===== config.mk =====
export PLATFORM = sky130hd
export DESIGN_NAME = api_frame_receiver_unit
export DESIGN_NICKNAME = d
export VERILOG_FILES = /design/src/sv/afr_pkg.sv /design/src/sv/afr_parser.sv /design/src/sv/api_frame_receiver_unit.sv
export SDC_FILE = /design/constraint.sdc
export NUM_CORES = 1
export LEC_CHECK = 0
export BUFFER_PORTS_ARGS = -buffer_cell sky130_fd_sc_hd__buf_2
export CORE_MARGIN = 2
export CORE_UTILIZATION = 35
export DETAILED_ROUTE_END_ITERATION = 7
export SLEW_MARGIN = 20
export SYNTH_ARGS = -nofsm -noshare
export SYNTH_HDL_FRONTEND = slang
export SYNTH_SLANG_ARGS = --single-unit
export TNS_END_PERCENT = 1

===== constraint.sdc =====
create_clock -name clk -period 7.7 [get_ports clk]
set_input_delay 0.385 -clock clk [delete_from_list [all_inputs] [get_ports clk]]
set_output_delay 0.385 -clock clk [all_outputs]
set_load 0.05 [all_outputs]

===== src/sv/afr_pkg.sv =====
// Shared types and constants for the API frame receiver.
package afr_pkg;

    typedef enum logic [1:0] {
        PH_IDLE,
        PH_LEN_HI,
        PH_LEN_LO,
        PH_DATA
    } phase_t;

    typedef enum logic [2:0] {
        EV_BUSY,
        EV_SKIPPED,
        EV_LINE_ERROR,
        EV_OVERRUN,
        EV_GOOD,
        EV_BAD_SUM
    } event_t;

    typedef struct packed {
        event_t     ev;
        logic [7:0] kind;
    } step_res_t;

    localparam int STAT_COUNT = 7;
    localparam int ST_SKIPPED = 0;
    localparam int ST_ERROR   = 1;
    localparam int ST_OVERRUN = 2;
    localparam int ST_BADSUM  = 3;
    localparam int ST_UNKNOWN = 4;
    localparam int ST_RETRY   = 5;
    localparam int ST_LOST    = 6;

    localparam logic [7:0]  DELIM          = 8'h7e;
    localparam logic [7:0]  KIND_TX_STATUS = 8'h8b;
    localparam logic [7:0]  SUM_BASE       = 8'hff;
    localparam logic [15:0] MAX_LEN_RESET  = 16'd255;

    localparam logic [15:0] IDX_KIND   = 16'd0;
    localparam logic [15:0] IDX_RETRY  = 16'd4;
    localparam logic [15:0] IDX_STATUS = 16'd5;

endpackage


===== src/sv/afr_parser.sv =====
// Frame parsing state machine and statistics counters.
module afr_parser
    import afr_pkg::*;
#(
    parameter int COUNTER_WIDTH = 32
)
(
    input  logic                     clk,
    input  logic                     rst_n,
    input  logic                     step,
    input  logic [7:0]               rx_byte,
    input  logic                     line_error,
    input  logic [15:0]              max_len,
    output step_res_t                res,
    output logic [COUNTER_WIDTH-1:0] cnt_next [STAT_COUNT]
);

    phase_t                   phase_reg, phase_next;
    logic [15:0]              len_reg, len_next;
    logic [15:0]              seen_reg, seen_next;
    logic [7:0]               sum_reg, sum_next;
    logic [7:0]               kind_reg, kind_next;
    logic [7:0]               retry_reg, retry_next;
    logic [7:0]               status_reg, status_next;
    logic [COUNTER_WIDTH-1:0] cnt_reg [STAT_COUNT];
    logic [15:0]              full_len;

    assign full_len = {len_reg[15:8], rx_byte};

    always_ff @(posedge clk or negedge rst_n)
    begin
        if (!rst_n)
        begin
            phase_reg  <= PH_IDLE;
            len_reg    <= '0;
            seen_reg   <= '0;
            sum_reg    <= '0;
            kind_reg   <= '0;
            retry_reg  <= '0;
            status_reg <= '0;
            for (int i = 0; i < STAT_COUNT; i++)
            begin
                cnt_reg[i] <= '0;
            end
        end
        else
        begin
            phase_reg  <= phase_next;
            len_reg    <= len_next;
            seen_reg   <= seen_next;
            sum_reg    <= sum_next;
            kind_reg   <= kind_next;
            retry_reg  <= retry_next;
            status_reg <= status_next;
            for (int i = 0; i < STAT_COUNT; i++)
            begin
                cnt_reg[i] <= cnt_next[i];
            end
        end
    end

    always_comb
    begin
        phase_next  = phase_reg;
        len_next    = len_reg;
        seen_next   = seen_reg;
        sum_next    = sum_reg;
        kind_next   = kind_reg;
        retry_next  = retry_reg;
        status_next = status_reg;
        for (int i = 0; i < STAT_COUNT; i++)
        begin
            cnt_next[i] = cnt_reg[i];
        end
        res.ev   = EV_BUSY;
        res.kind = '0;

        if (step)
        begin
            if (line_error)
            begin
                cnt_next[ST_ERROR] = cnt_reg[ST_ERROR] + 1'b1;
                phase_next         = PH_IDLE;
                res.ev             = EV_LINE_ERROR;
            end
            else
            begin
                case (phase_reg)
                    PH_IDLE:
                    begin
                        if (rx_byte != DELIM)
                        begin
                            cnt_next[ST_SKIPPED] = cnt_reg[ST_SKIPPED] + 1'b1;
                            res.ev               = EV_SKIPPED;
                        end
                        else
                        begin
                            phase_next = PH_LEN_HI;
                            len_next   = '0;
                        end
                    end
                    PH_LEN_HI:
                    begin
                        len_next   = {rx_byte, 8'h00};
                        phase_next = PH_LEN_LO;
                    end
                    PH_LEN_LO:
                    begin
                        len_next = full_len;
                        if (full_len > max_len)
                        begin
                            cnt_next[ST_OVERRUN] = cnt_reg[ST_OVERRUN] + 1'b1;
                            cnt_next[ST_ERROR]   = cnt_reg[ST_ERROR] + 1'b1;
                            phase_next           = PH_IDLE;
                            res.ev               = EV_OVERRUN;
                        end
                        else
                        begin
                            seen_next   = '0;
                            sum_next    = '0;
                            kind_next   = '0;
                            retry_next  = '0;
                            status_next = '0;
                            phase_next  = PH_DATA;
                        end
                    end
                    PH_DATA:
                    begin
                        if (seen_reg < len_reg)
                        begin
                            sum_next = sum_reg + rx_byte;
                            if (seen_reg == IDX_KIND)
                            begin
                                kind_next = rx_byte;
                            end
                            else if (seen_reg == IDX_RETRY)
                            begin
                                retry_next = rx_byte;
                            end
                            else if (seen_reg == IDX_STATUS)
                            begin
                                status_next = rx_byte;
                            end
                            seen_next = seen_reg + 16'd1;
                        end
                        else
                        begin
                            if ((SUM_BASE - sum_reg) == rx_byte)
                            begin
                                res.ev = EV_GOOD;
                            end
                            else
                            begin
                                res.ev              = EV_BAD_SUM;
                                cnt_next[ST_BADSUM] = cnt_reg[ST_BADSUM] + 1'b1;
                            end
                            res.kind = kind_reg;
                            if (kind_reg == KIND_TX_STATUS)
                            begin
                                cnt_next[ST_RETRY] = cnt_reg[ST_RETRY]
                                                   + COUNTER_WIDTH'(retry_reg);
                                if (status_reg != 8'h00)
                                begin
                                    cnt_next[ST_LOST] = cnt_reg[ST_LOST] + 1'b1;
                                end
                            end
                            else
                            begin
                                cnt_next[ST_UNKNOWN] = cnt_reg[ST_UNKNOWN] + 1'b1;
                            end
                            phase_next = PH_IDLE;
                        end
                    end
                    default:
                    begin
                        phase_next = PH_IDLE;
                    end
                endcase
            end
        end
    end

endmodule


===== src/sv/api_frame_receiver_unit.sv =====
// Top level of the API frame receiver: stream ports, configuration and result register.
// Each input request carries one received serial byte in s_axis_tdata and its
// line-error flag in s_axis_tuser. Each accepted byte yields exactly one result
// request: the event code in m_axis_tuser, and in m_axis_tdata the frame type
// followed by the seven statistics counters.
// A result appears on the output in the cycle after its byte is accepted, and one
// byte is accepted every cycle while the output is not stalled; the frame state and
// counters update on the edge that loads the result register, the only stage.
// While the output holds a result that is not taken, s_axis_tready stays low and
// new bytes wait; it rises again in the cycle the result is taken.
// The cfg channel writes max_frame_length and is always ready; it should only be
// written while no byte is in flight.
// Reset clears the frame state, all counters and the output valid, and sets
// max_frame_length to 255.
module api_frame_receiver_unit
    import afr_pkg::*;
#(
    parameter int COUNTER_WIDTH = 32
)
(
    input  logic         clk,
    input  logic         rst_n,
    input  logic         cfg_valid,
    output logic         cfg_ready,
    input  logic [15:0]  cfg_data,          // max_frame_length
    input  logic         s_axis_tvalid,
    output logic         s_axis_tready,
    input  logic [7:0]   s_axis_tdata,      // rx_byte
    input  logic         s_axis_tuser,      // line_error
    output logic         m_axis_tvalid,
    input  logic         m_axis_tready,
    // frame_kind, skipped_count, error_count, overrun_count, bad_checksum_count,
    // unknown_count, retry_total, lost_count
    output logic [231:0] m_axis_tdata,
    output logic [2:0]   m_axis_tuser       // event_res
);

    logic                     step;
    logic [15:0]              max_len_reg;
    logic                     out_valid_reg;
    logic [231:0]             out_data_reg;
    logic [2:0]               out_user_reg;
    step_res_t                res;
    logic [COUNTER_WIDTH-1:0] cnt_next [STAT_COUNT];
    logic [223:0]             cnt_flat;
    logic [63:0]              cnt_ext  [STAT_COUNT];

    assign cfg_ready     = 1'b1;
    assign s_axis_tready = !out_valid_reg || m_axis_tready;
    assign step          = s_axis_tvalid && s_axis_tready;

    afr_parser #(
        .COUNTER_WIDTH(COUNTER_WIDTH)
    ) u_parser (
        .clk       (clk),
        .rst_n     (rst_n),
        .step      (step),
        .rx_byte   (s_axis_tdata),
        .line_error(s_axis_tuser),
        .max_len   (max_len_reg),
        .res       (res),
        .cnt_next  (cnt_next)
    );

    always_comb
    begin
        for (int i = 0; i < STAT_COUNT; i++)
        begin
            cnt_ext[i]            = 64'(cnt_next[i]);
            cnt_flat[i*32 +: 32]  = cnt_ext[i][31:0];
        end
    end

    always_ff @(posedge clk or negedge rst_n)
    begin
        if (!rst_n)
        begin
            max_len_reg   <= MAX_LEN_RESET;
            out_valid_reg <= 1'b0;
        end
        else
        begin
            if (cfg_valid && cfg_ready)
            begin
                max_len_reg <= cfg_data;
            end
            if (step)
            begin
                out_valid_reg <= 1'b1;
            end
            else if (m_axis_tready)
            begin
                out_valid_reg <= 1'b0;
            end
        end
    end

    always_ff @(posedge clk)
    begin
        if (step)
        begin
            out_data_reg <= {cnt_flat, res.kind};
            out_user_reg <= res.ev;
        end
    end

    assign m_axis_tvalid = out_valid_reg;
    assign m_axis_tdata  = out_data_reg;
    assign m_axis_tuser  = out_user_reg;

endmodule

==> results of run 1 <==
## worst max-delay path, stage by stage, from the launching register on
cell,delay (ns)
dfstp_2,0.51
inv_1,0.04
ha_1,0.30
nand4_1,0.13
or4_4,0.56
and2_1,0.32
a22oi_4,0.54
nand2_1,0.80
o311ai_0,0.60
## cell type report
type / count / area [µm²]
inverters: 68 / 262.8
clock buffers: 66 / 1470
flip-flops and latches: 542 / 14750
repair buffers: 294 / 1597
diodes: 1 / 2.502
well taps: 855 / 1070
multi-input cells: 1106 / 7457
clock inverters: 42 / 685.7
fillers: 5927 / 37050
## how the worst max path moves through the flow
stage	end	cells after the start
floorplan	m_axis_tdata[71]	9
global placement	u_parser.status_reg[2]	8
detailed placement	u_parser.status_reg[2]	8
CTS	u_parser.status_reg[7]	8
global route	u_parser.status_reg[7]	8
finish	u_parser.status_reg[7]	8
## routing by layer
layer	part of all wire	global-route usage
met3	0.055	0.03159
met2	0.49	0.2690
met4	0.029	0.05283
met5	0.0013	0
met1	0.43	0.2101
## kinds of logic after synthesis
logic type | count (synthesis) | share of synthesized area
AOI/OAI and AO/OA | 197 | 0.05891
DFF | 542 | 0.6496
xor gates and xnor gates | 221 | 0.08525
adders and majority gates | 62 | 0.03483
muxes | 11 | 0.005345
buffers and inverters | 132 | 0.02287
and+or+nand+nor | 614 | 0.1431
other | 1 | 0.0001652
## Yosys cell counts (3+ instances only)
cell type | instances | area (µm²)
nor4b_1 | 10 | 87.58
and3_1 | 54 | 337.8
o31ai_1 | 10 | 75.07
nor2b_1 | 4 | 25.02
or2_2 | 3 | 18.77
o311ai_0 | 13 | 113.9
a21oi_1 | 23 | 115.1
nor3_1 | 58 | 290.3
or4_1 | 4 | 30.03
xor2_1 | 143 | 1252
dfstp_2 | 8 | 210.2
nand4_1 | 39 | 244.0
o41ai_1 | 3 | 26.28
buf_2 | 10 | 50.05
a311o_1 | 14 | 140.1
xnor2_1 | 78 | 683.2
nor3b_1 | 11 | 82.58
and2_1 | 14 | 87.58
a21o_1 | 7 | 52.55
o221ai_1 | 6 | 52.55
ha_1 | 60 | 750.7
o21a_1 | 3 | 22.52
and4_1 | 20 | 175.2
o21ai_0 | 76 | 380.4
mux2_2 | 9 | 101.4
a21boi_0 | 14 | 105.1
buf_1 | 4 | 15.01
a211oi_1 | 4 | 30.03
nand2_1 | 174 | 653.1
o211ai_1 | 4 | 30.03
inv_1 | 67 | 251.5
clkbuf_1 | 48 | 180.2
or3_1 | 7 | 43.79
nand3_1 | 82 | 410.4
nand3b_1 | 5 | 37.54
nand2b_1 | 9 | 56.30
nor4_1 | 52 | 325.3
edfxtp_1 | 235 | 7057
nor2_1 | 56 | 210.2
dfrtp_1 | 299 | 7482
## metrics by stage
stage | utilization | std cells
2_1_floorplan | - | 1780
3_3_place_gp | 0.3884 | 2851
3_5_place_dp | 0.3886 | 2852
4_1_cts | 0.4241 | 2973
5_1_grt | 0.4241 | 2973
6_report | 0.4242 | 2974
## cell usage in the layout (no fill, tap or decap), types with 58 or more instances in the layout
cell type / Yosys / routed
edfxtp_1: 235 / 235
xnor2_1: 78 / 78
xor2_1: 143 / 143
ha_1: 60 / 59
o21ai_0: 76 / 75
nand3_1: 82 / 82
nand2_1: 174 / 174
buf_2: 10 / 265
nor3_1: 58 / 58
inv_1: 67 / 67
dfrtp_1: 299 / 299
## power breakdown
group          internal [mW]  leakage (nW)  total [mW]  switching, mW
sequential              3.25          6.38        3.42          0.170
clock                   1.95          1.05        3.13           1.19
combinational          0.389          4.77        1.36          0.969
==> key figures, run 1 <==
Outcome
  • Outcome: complete, no violations

Detailed routing
  • DRT Wirelength: 54470 µm
  • Vias per Instance: 5.021
  • Initial drt markers: 1140
  • Post-route ant nets: 0
  • Via Count: 14930
  • Routed WL per cell: 18.31 µm
  • Pre-Repair DR Iteration Count: 5
  • DR DRC count: 0

Critical path
  • Setup crit start: max_len_reg[7]
  • R2R Setup Slk: 3.72 ns
  • CP required: 8.16 ns
  • CP Launch Type: flop
  • R2R Path End: u_parser.status_reg[7]
  • Worst Setup Path Type: reg2reg
  • CP Data Arrival Time: 4.44 ns
  • Worst r2r path cells: 8
  • Critical Path Sink Type: flop
  • R2r startpoint: max_len_reg[7]
  • Crit Path Max Fanout: 31

Synth
  • Most common flop cell mapped by yosys: dfrtp_1
  • Number of enable flip-flop cells after synthesis: 235
  • Seq/Total Area, Yosys: 0.6496
  • Number of synthesized register bits: 542
  • Post-synth ARST share: 0.5664
  • Synthesized area per cell: 12.76 µm²
  • Cell Area, Synth: 0.02271 mm²
  • Synth Instances: 1780
  • Synth Net Count: 1872
  • Syn. warnings: 0
  • Unique masters post-synth: 70

Clock tree
  • Post-CTS setup buffer count: 0
  • Clk slew on worst S/H paths: 0.06 ns
  • Hold buffers post-CTS: 13
  • Clock latency on the worst-skew pair: 0.62 ns
  • CTS tree: built
  • TritonCTS Buffers: 57
  • Root Buffer: clkbuf_16
  • CTS sink cnt: 542
  • H-tree depth: 2
  • Post-CTS sizing: 0
  • Clk buf depth: 3

Timing
  • Slew margin rel.: 0.2484
  • Maximum operating frequency: 251.0 MHz
  • Clk_skew: 0.03108 ns
  • Final period utilization: 0.5174
  • Tmin final: 3.984 ns
  • RSZ-0062 raised after global routing: no
  • Hold Worst Slack: 0.05085 ns
  • Final WS setup: 3.716 ns
  • Final Setup Violations: 0
  • Final TNS setup: 0 ns
  • Final Hold Violating Endpoints: 0
  • Worst slew pin tran: 1.125 ns
  • Slew Limit Fails: 0

Flow run
  • Max-cap violations: 0

GRT
  • Gr usage total: 0.1609
  • Initial antenna violation count: 8
  • Grt total ovfl: 0
  • Vias in the first global route: 15040
  • Largest net degree at the start of global routing: 169
  • First-pass GRT wire length: 85370 µm

Die
  • Row cnt: 93
  • Die area: 0.06693 mm²
  • Die X: 258.7 µm
  • Core area: 0.06435 mm²
  • Top-Level Pins: 268
  • Die Ht: 258.7 µm
  • Initial Utilization: 0.3529

Cells and area
  • Final instance area: 0.02729 mm²
  • Fraction of layout cells with a size suffix above 1: 0.1941
  • Max reg flops: 232
  • Final nets: 2161
  • Area added between synthesis and finish: 20.21%

Min path
  • Worst Hold Class: in2reg
  • Cell count of the worst hold path: 3
  • Worst hold start: cfg_data[6]
  • Worst Hold End: max_len_reg[6]

Placement
  • DP Area: 0.02501 mm²
  • # port buffers: 266
  • Place WS: 3.768 ns
  • Routability cong.: 0.8414
  • DP HPWL: 37070 µm

Power and ir drop
  • Total power: 7.910 mW
  • P_leak: 12.20 nW
  • Worst vdd ir: 0.1671 mV
  • Pwr dens: 289.8 mW/mm²
Note: power is estimated with default switching activity, not from simulation.
==> run 2, diff against run 1 <==
--- a/config.mk
+++ b/config.mk
@@ -5,6 +5,7 @@
 export SDC_FILE = /design/constraint.sdc
 export NUM_CORES = 1
 export LEC_CHECK = 0
+export ABC_AREA = 1
 export BUFFER_PORTS_ARGS = -buffer_cell sky130_fd_sc_hd__buf_2
 export CORE_MARGIN = 2
 export CORE_UTILIZATION = 35
==> constraint.sdc (replaced) <==
create_clock -name clk -period 3.55 [get_ports clk]
set_input_delay 0.1775 -clock clk [delete_from_list [all_inputs] [get_ports clk]]
set_output_delay 0.1775 -clock clk [all_outputs]
set_load 0.05 [all_outputs]
==> key figures, run 2 <==
Clock tree
  • Clk buf depth: 3
  • Post-CTS sizing: 0
  • Hold buffers post-CTS: 36
  • Root Buffer: clkbuf_16
  • Post-CTS setup buffer count: 0
  • Clock latency on the worst-skew pair: 0.61 ns
  • H-tree depth: 2
  • CTS sink cnt: 542
  • Clk slew on worst S/H paths: 0.06 ns
  • CTS tree: built
  • TritonCTS Buffers: 60

Power and ir drop
  • Combinational Power Share: 0.151
  • Worst vdd ir: 0.3788 mV
  • Switch share: 0.2877
  • P_leak: 13.26 nW
  • Int Pwr: 11.62 mW
  • Psw: 4.691 mW
  • Part of the power in registers: 0.448
  • Pwr dens: 558.0 mW/mm²
  • Total power: 16.31 mW
  • Clk pwr share: 0.401

Synth
  • Unique masters post-synth: 50
  • Cell Area, Synth: 0.02425 mm²
  • Seq/Total Area, Yosys: 0.6082
  • Number of synthesized register bits: 542
  • Top-count cell post-synth: nand2_1
  • Syn. warnings: 0
  • Synth Instances: 2346
  • Synth Net Count: 2438
  • Synthesized area per cell: 10.34 µm²
  • Area leader, netlist: dfrtp_1
  • Post-synth ARST share: 0.5664
  • Top cells by count, synth: nand2_1, dfrtp_1, inv_1, edfxtp_1, nor2_1
  • Synth top area share: 0.3085
  • Number of enable flip-flop cells after synthesis: 235
  • Most common flop cell mapped by yosys: dfrtp_1
  • Top post-synthesis cells by area: dfrtp_1, edfxtp_1, nand2_1

GRT
  • Largest net degree at the start of global routing: 83
  • Met1 Use GR: 0.2143
  • Grt total ovfl: 0
  • Initial antenna violation count: 1
  • GRT busiest layer: met2
  • M2 GR Usage: 0.2861
  • Gr usage total: 0.1669
  • Vias in the first global route: 17700
  • First-pass GRT wire length: 94550 µm
  • Met3 GRT Util: 0.02942

Critical path
  • Worst Setup Path Type: reg2reg
  • Critical Path Sink Type: flop
  • CP required: 3.97 ns
  • CP Data Arrival Time: 3.33 ns
  • Setup crit start: u_parser.seen_reg[11]
  • R2r startpoint: u_parser.seen_reg[11]
  • Crit Path Max Fanout: 19
  • CP peak stage delay: 0.45 ns
  • CP Launch Type: flop
  • Slowest cell on the critical path: dfrtp_1
  • Crit-path cells: ha_1, nand2_1, inv_1, nand3_1, nor2_1, nand2_4, nand2_8, nand2_4, inv_1, nand2_1, nor2_1, xor2_1

Cells and area
  • Core Util, Final: 0.4261
  • Max reg flops: 232
  • Commonest non-fill, non-tap cell in the layout: nand2_1
  • ANT cells: 0
  • Area added between synthesis and finish: 20.51%
  • Fraction of layout cells with a size suffix above 1: 0.1705
  • Most frequent cells in the layout: nand2_1, dfrtp_1, inv_1
  • Final nets: 2791

Detailed routing
  • Pre-Repair DR Iteration Count: 8
  • DRT Wirelength: 60050 µm
  • Post-route ant nets: 0
  • Via Count: 17340
  • DR DRC count: 0
  • Vias per Instance: 4.710
  • Routed WL per cell: 16.31 µm
  • Initial drt markers: 1071

Timing
  • Slew Limit Fails: 0
  • RSZ-0062 raised after global routing: no
  • Final TNS setup: 0 ns
  • Maximum operating frequency: 344.5 MHz
  • Final period utilization: 0.8176
  • Tmin final: 2.903 ns
  • Final Setup Violations: 0
  • Final Hold Violating Endpoints: 0
  • Worst slew pin tran: 0.8827 ns
  • Slew margin rel.: 0.4093
  • Clk_skew: 0.02440 ns

Die
  • Top-Level Pins: 268
  • Die Ht: 267.2 µm
  • Row cnt: 96
  • Die area: 0.07141 mm²
  • Core area: 0.06859 mm²
  • Die X: 267.2 µm
  • Initial Utilization: 0.3536

Min path
  • Worst Hold Class: in2reg
  • Worst hold start: cfg_valid

Placement
  • # port buffers: 266
  • DP HPWL: 43080 µm
  • Routability cong.: 0.8916

Flow run
  • Max-cap violations: 0

Outcome
  • Outcome: complete, no violations
==> run 2: cell count changes in the layout (fill, tap and decap cells not counted), sizes merged, moves of 37 or more <==
cell | before | now
and3 | 54 | 1
inv | 71 | 299
nand2 | 174 | 543
nand3 | 82 | 139
nor2 | 56 | 221
nor4 | 53 | 16
==> run 2: stage by stage <==
| step | instances | hold WS [ns] | instance area [µm²] | worst slack (ns) |
|---|---|---|---|---|
| CTS | 3681 | 0.0001841 | 29230 | 0.6468 |
| global placement | 3532 | 0.2431 | 26770 | 0.7111 |
| global route | 3681 | 0.03975 | 29230 | 0.4374 |
| detailed placement | 3532 | 0.2384 | 26770 | 0.6664 |
| floorplan | 2346 | -0.1181 | 24260 | 0.3046 |
| finish | 3681 | 0.05086 | 29230 | 0.6475 |
==> run 2: power by group through the flow <==
| stage | registers (mW) | clock network (mW) | logic (mW) |
|---|---|---|---|
| after floorplan | 7.88 | 0 | 1.25 |
| final | 7.31 | 6.54 | 2.47 |
| after detailed placement | 7.42 | 0 | 2.45 |
| after global placement | 7.41 | 0 | 2.41 |
| after CTS | 7.31 | 6.74 | 2.50 |
| after global routing | 7.34 | 7.00 | 2.74 |
==> run 2: logic make-up after synthesis <==
group / count (synthesis) / synth area share
AND/OR/NAND/NOR: 1094 / 0.2086
flip-flops: 542 / 0.6082
buffers and inverters: 321 / 0.05247
XOR/XNOR: 185 / 0.06681
AO/OA/AOI/OAI: 137 / 0.02946
adder cells (fa/ha/maj): 62 / 0.03261
multiplexers: 4 / 0.001754
other: 1 / 0.0001546
==> run 2: critical path: cells and delay by family, from the launching register on <==
| kind | cells | cell delay [ns] |
|---|---|---|
| xor gates and xnor gates | 1 | 0.21 |
| adders and majority gates | 1 | 0.33 |
| buffers and inverters | 2 | 0.51 |
| DFF | 1 | 0.45 |
| and+or+nand+nor | 8 | 1.18 |
==> run 2: area by class of cell <==
type,count,area (µm²)
Tap cell,931,1165
Timing Repair Buffer,317,1864
Clock buffer,78,1649
Inverter,295,1125
Multi-Input combinational cell,1483,8230
Clock inverter,35,444.2
Fill cell,6564,39360
Sequential cell,542,14750
==> run 2: path summary, 6_finish.rpt <==
check / to / slack [ns] / cells past startpoint
max in group asynchronous: u_parser.cnt_reg[69] / 2.40 / 3
min: max_len_reg[10] / 0.05 / 3
max reg2reg: m_axis_tdata[218] / 0.65 / 12
min reg2reg: u_parser.cnt_reg[63] / 0.47 / 1
max: m_axis_tdata[218] / 0.65 / 12
min in group asynchronous: u_parser.cnt_reg[199] / 0.15 / 2
==> run 2: metal layers <==
metal  up-vias  wire, µm
li1       8413         -
met1      8403     26250
met2       414     29160
met3       107      3013
met4         2      1609
met5         -        14
==> run 3, diff against run 2 <==
--- a/config.mk
+++ b/config.mk
@@ -5,7 +5,7 @@
 export SDC_FILE = /design/constraint.sdc
 export NUM_CORES = 1
 export LEC_CHECK = 0
-export ABC_AREA = 1
+export ABC_AREA = 0
 export BUFFER_PORTS_ARGS = -buffer_cell sky130_fd_sc_hd__buf_2
 export CORE_MARGIN = 2
 export CORE_UTILIZATION = 35
==> constraint.sdc (replaced) <==
create_clock -name clk -period 2.65 [get_ports clk]
set_input_delay 0.1325 -clock clk [delete_from_list [all_inputs] [get_ports clk]]
set_output_delay 0.1325 -clock clk [all_outputs]
set_load 0.05 [all_outputs]
==> key figures, run 3 (synthesis gave the netlist of run 1 again) <==
Die
  • Die X: 258.7 µm
  • Die area: 0.06693 mm²
  • Initial Utilization: 0.3529
  • Top-Level Pins: 268
  • Core area: 0.06435 mm²
  • Row cnt: 93
  • Die Ht: 258.7 µm

Critical path
  • Crit Path Max Fanout: 7
  • CP required: 3.00 ns
  • R2R Setup Slk: -0.11 ns
  • R2r startpoint: u_parser.len_reg[13]
  • Worst r2r path cells: 10
  • Critical Path Sink Type: flop
  • CP Launch Type: flop
  • CP Data Arrival Time: 3.11 ns
  • Worst Setup Path Type: reg2reg
  • R2R Path End: m_axis_tdata[150]

Timing
  • Final Setup Violations: 53
  • Final period utilization: 1.041
  • Final Hold Violating Endpoints: 0
  • Final WS setup: -0.1094 ns
  • Slew margin rel.: 0.5072
  • Hold Worst Slack: 0.03575 ns
  • RSZ-0062 raised after global routing: yes
  • Clk_skew: 0.02691 ns
  • Tmin final: 2.759 ns
  • Worst slew pin tran: 0.7393 ns
  • Slew Limit Fails: 0
  • Maximum operating frequency: 362.4 MHz

GRT
  • Initial antenna violation count: 6
  • Vias in the first global route: 16210
  • First-pass GRT wire length: 90460 µm
  • Largest net degree at the start of global routing: 111
  • Gr usage total: 0.1698
  • Grt total ovfl: 0

Placement
  • # port buffers: 266
  • Place WS: -0.2993 ns
  • Placed cell count: 2971
  • Routability cong.: 0.8178
  • DP Area: 0.02613 mm²
  • DP HPWL: 40000 µm

Clock tree
  • TritonCTS Buffers: 57
  • Clk slew on worst S/H paths: 0.07 ns
  • CTS sink cnt: 542
  • CTS tree: built
  • Clk buf depth: 3
  • H-tree depth: 2
  • Root Buffer: clkbuf_16
  • Clock latency on the worst-skew pair: 0.62 ns

Detailed routing
  • DRT Wirelength: 57720 µm
  • Initial drt markers: 948
  • Pre-Repair DR Iteration Count: 5
  • Routed WL per cell: 18.40 µm
  • Via Count: 15540
  • Vias per Instance: 4.953
  • DR DRC count: 0
  • Post-route ant nets: 0

Min path
  • Worst hold start: s_axis_tdata[2]
  • Worst Hold Class: in2reg
  • Cell count of the worst hold path: 4
  • Worst Hold End: u_parser.len_reg[2]

Flow run
  • Max-cap violations: 0

Cells and area
  • Core Util, Final: 0.4563
  • Area added between synthesis and finish: 29.32%
  • Fraction of layout cells with a size suffix above 1: 0.2862
  • Final nets: 2322
  • Commonest non-fill, non-tap cell in the layout: dfrtp_1
  • Fin cells: 3137
  • Max reg flops: 232
  • Final instance area: 0.02936 mm²
  • Most frequent cells in the layout: dfrtp_1, buf_2, edfxtp_1

Power and ir drop
  • Worst vdd ir: 0.5191 mV
  • Pwr dens: 793.4 mW/mm²
  • P_leak: 13.10 nW

Outcome
  • Failing checks: negative setup slack
  • Outcome: finished with violations
[run 3: cell count changes in the layout (fill, tap and decap cells not counted), sizes merged, moves of 17 or more]
cell,previous run,this run
and3,1,54
buf,281,406
and4,0,20
nand3,139,82
nand4,73,41
o21ai,95,77
inv,299,69
nor4,16,53
xor2,126,143
xnor2,59,78
nand2,543,174
nor2,221,56
[run 3: metal layers]
metal	wire length, µm	global-route usage
met3	2199	0.02670
met1	24830	0.2146
met4	1862	0.06663
met2	28800	0.2924
met5	24	0
[run 3: power breakdown]
group          switching [mW]  internal (mW)  leakage (nW)  total, mW
clock network            3.46           4.59         0.927       8.05
registers               0.408           9.44          6.38       9.85
logic                    3.39           2.01          5.80       5.40
[run 3: timing repair]
| item | 4_1_cts | 5_1_grt |
|---|---|---|
| setup buffers | 4 | 3 |
| hold buffers | 47 | 0 |
| cloned | 1 | 1 |
| gates resized for setup | 65 | 98 |
| pin swaps | 33 | 34 |
| endpoints found under the setup margin | 310 | 296 |
| endpoints found under the hold margin | 243 | 0 |
[run 3: final cells by class]
cell class | instances | area [µm²]
flip-flops and latches | 542 | 14750
repair buffers | 455 | 3134
clock buffers | 68 | 1508
multi-input cells | 1106 | 8205
clock inverters | 39 | 402.9
diodes | 4 | 10.01
inverters | 68 | 281.5
fillers | 5703 | 34990
well taps | 855 | 1070
[run 3: worst max-delay path by stage]
stage                           endpoint  slack [ns]  cells after the start                  from
floorplan           u_parser.seen_reg[6]       -0.06                      9        max_len_reg[7]
global placement       m_axis_tdata[196]       -0.28                     11  u_parser.len_reg[15]
detailed placement      m_axis_tdata[41]       -0.30                      9        max_len_reg[7]
CTS                     m_axis_tdata[51]       -0.07                     10        max_len_reg[1]
global route        u_parser.seen_reg[6]       -0.20                      9   u_parser.len_reg[9]
finish                 m_axis_tdata[150]       -0.11                     10  u_parser.len_reg[13]
[run 3: metrics by stage]
step / TNS (ns) / total power [mW]
2_1_floorplan: -1.010 / 12.80
3_3_place_gp: -26.24 / 14.52
3_5_place_dp: -31.62 / 14.68
4_1_cts: -1.578 / 23.18
5_1_grt: -12.58 / 24.36
6_report: -1.987 / 23.29
[run 3: critical path: stages, from the launching register on]
cell     delay, ns
dfrtp_1       0.36
inv_1         0.07
ha_1          0.30
nand2_1       0.10
nor2_4        0.19
nand3_4       0.13
o21a_1        0.24
or4_4         0.63
buf_6         0.17
nor3_4        0.21
xor2_2        0.11
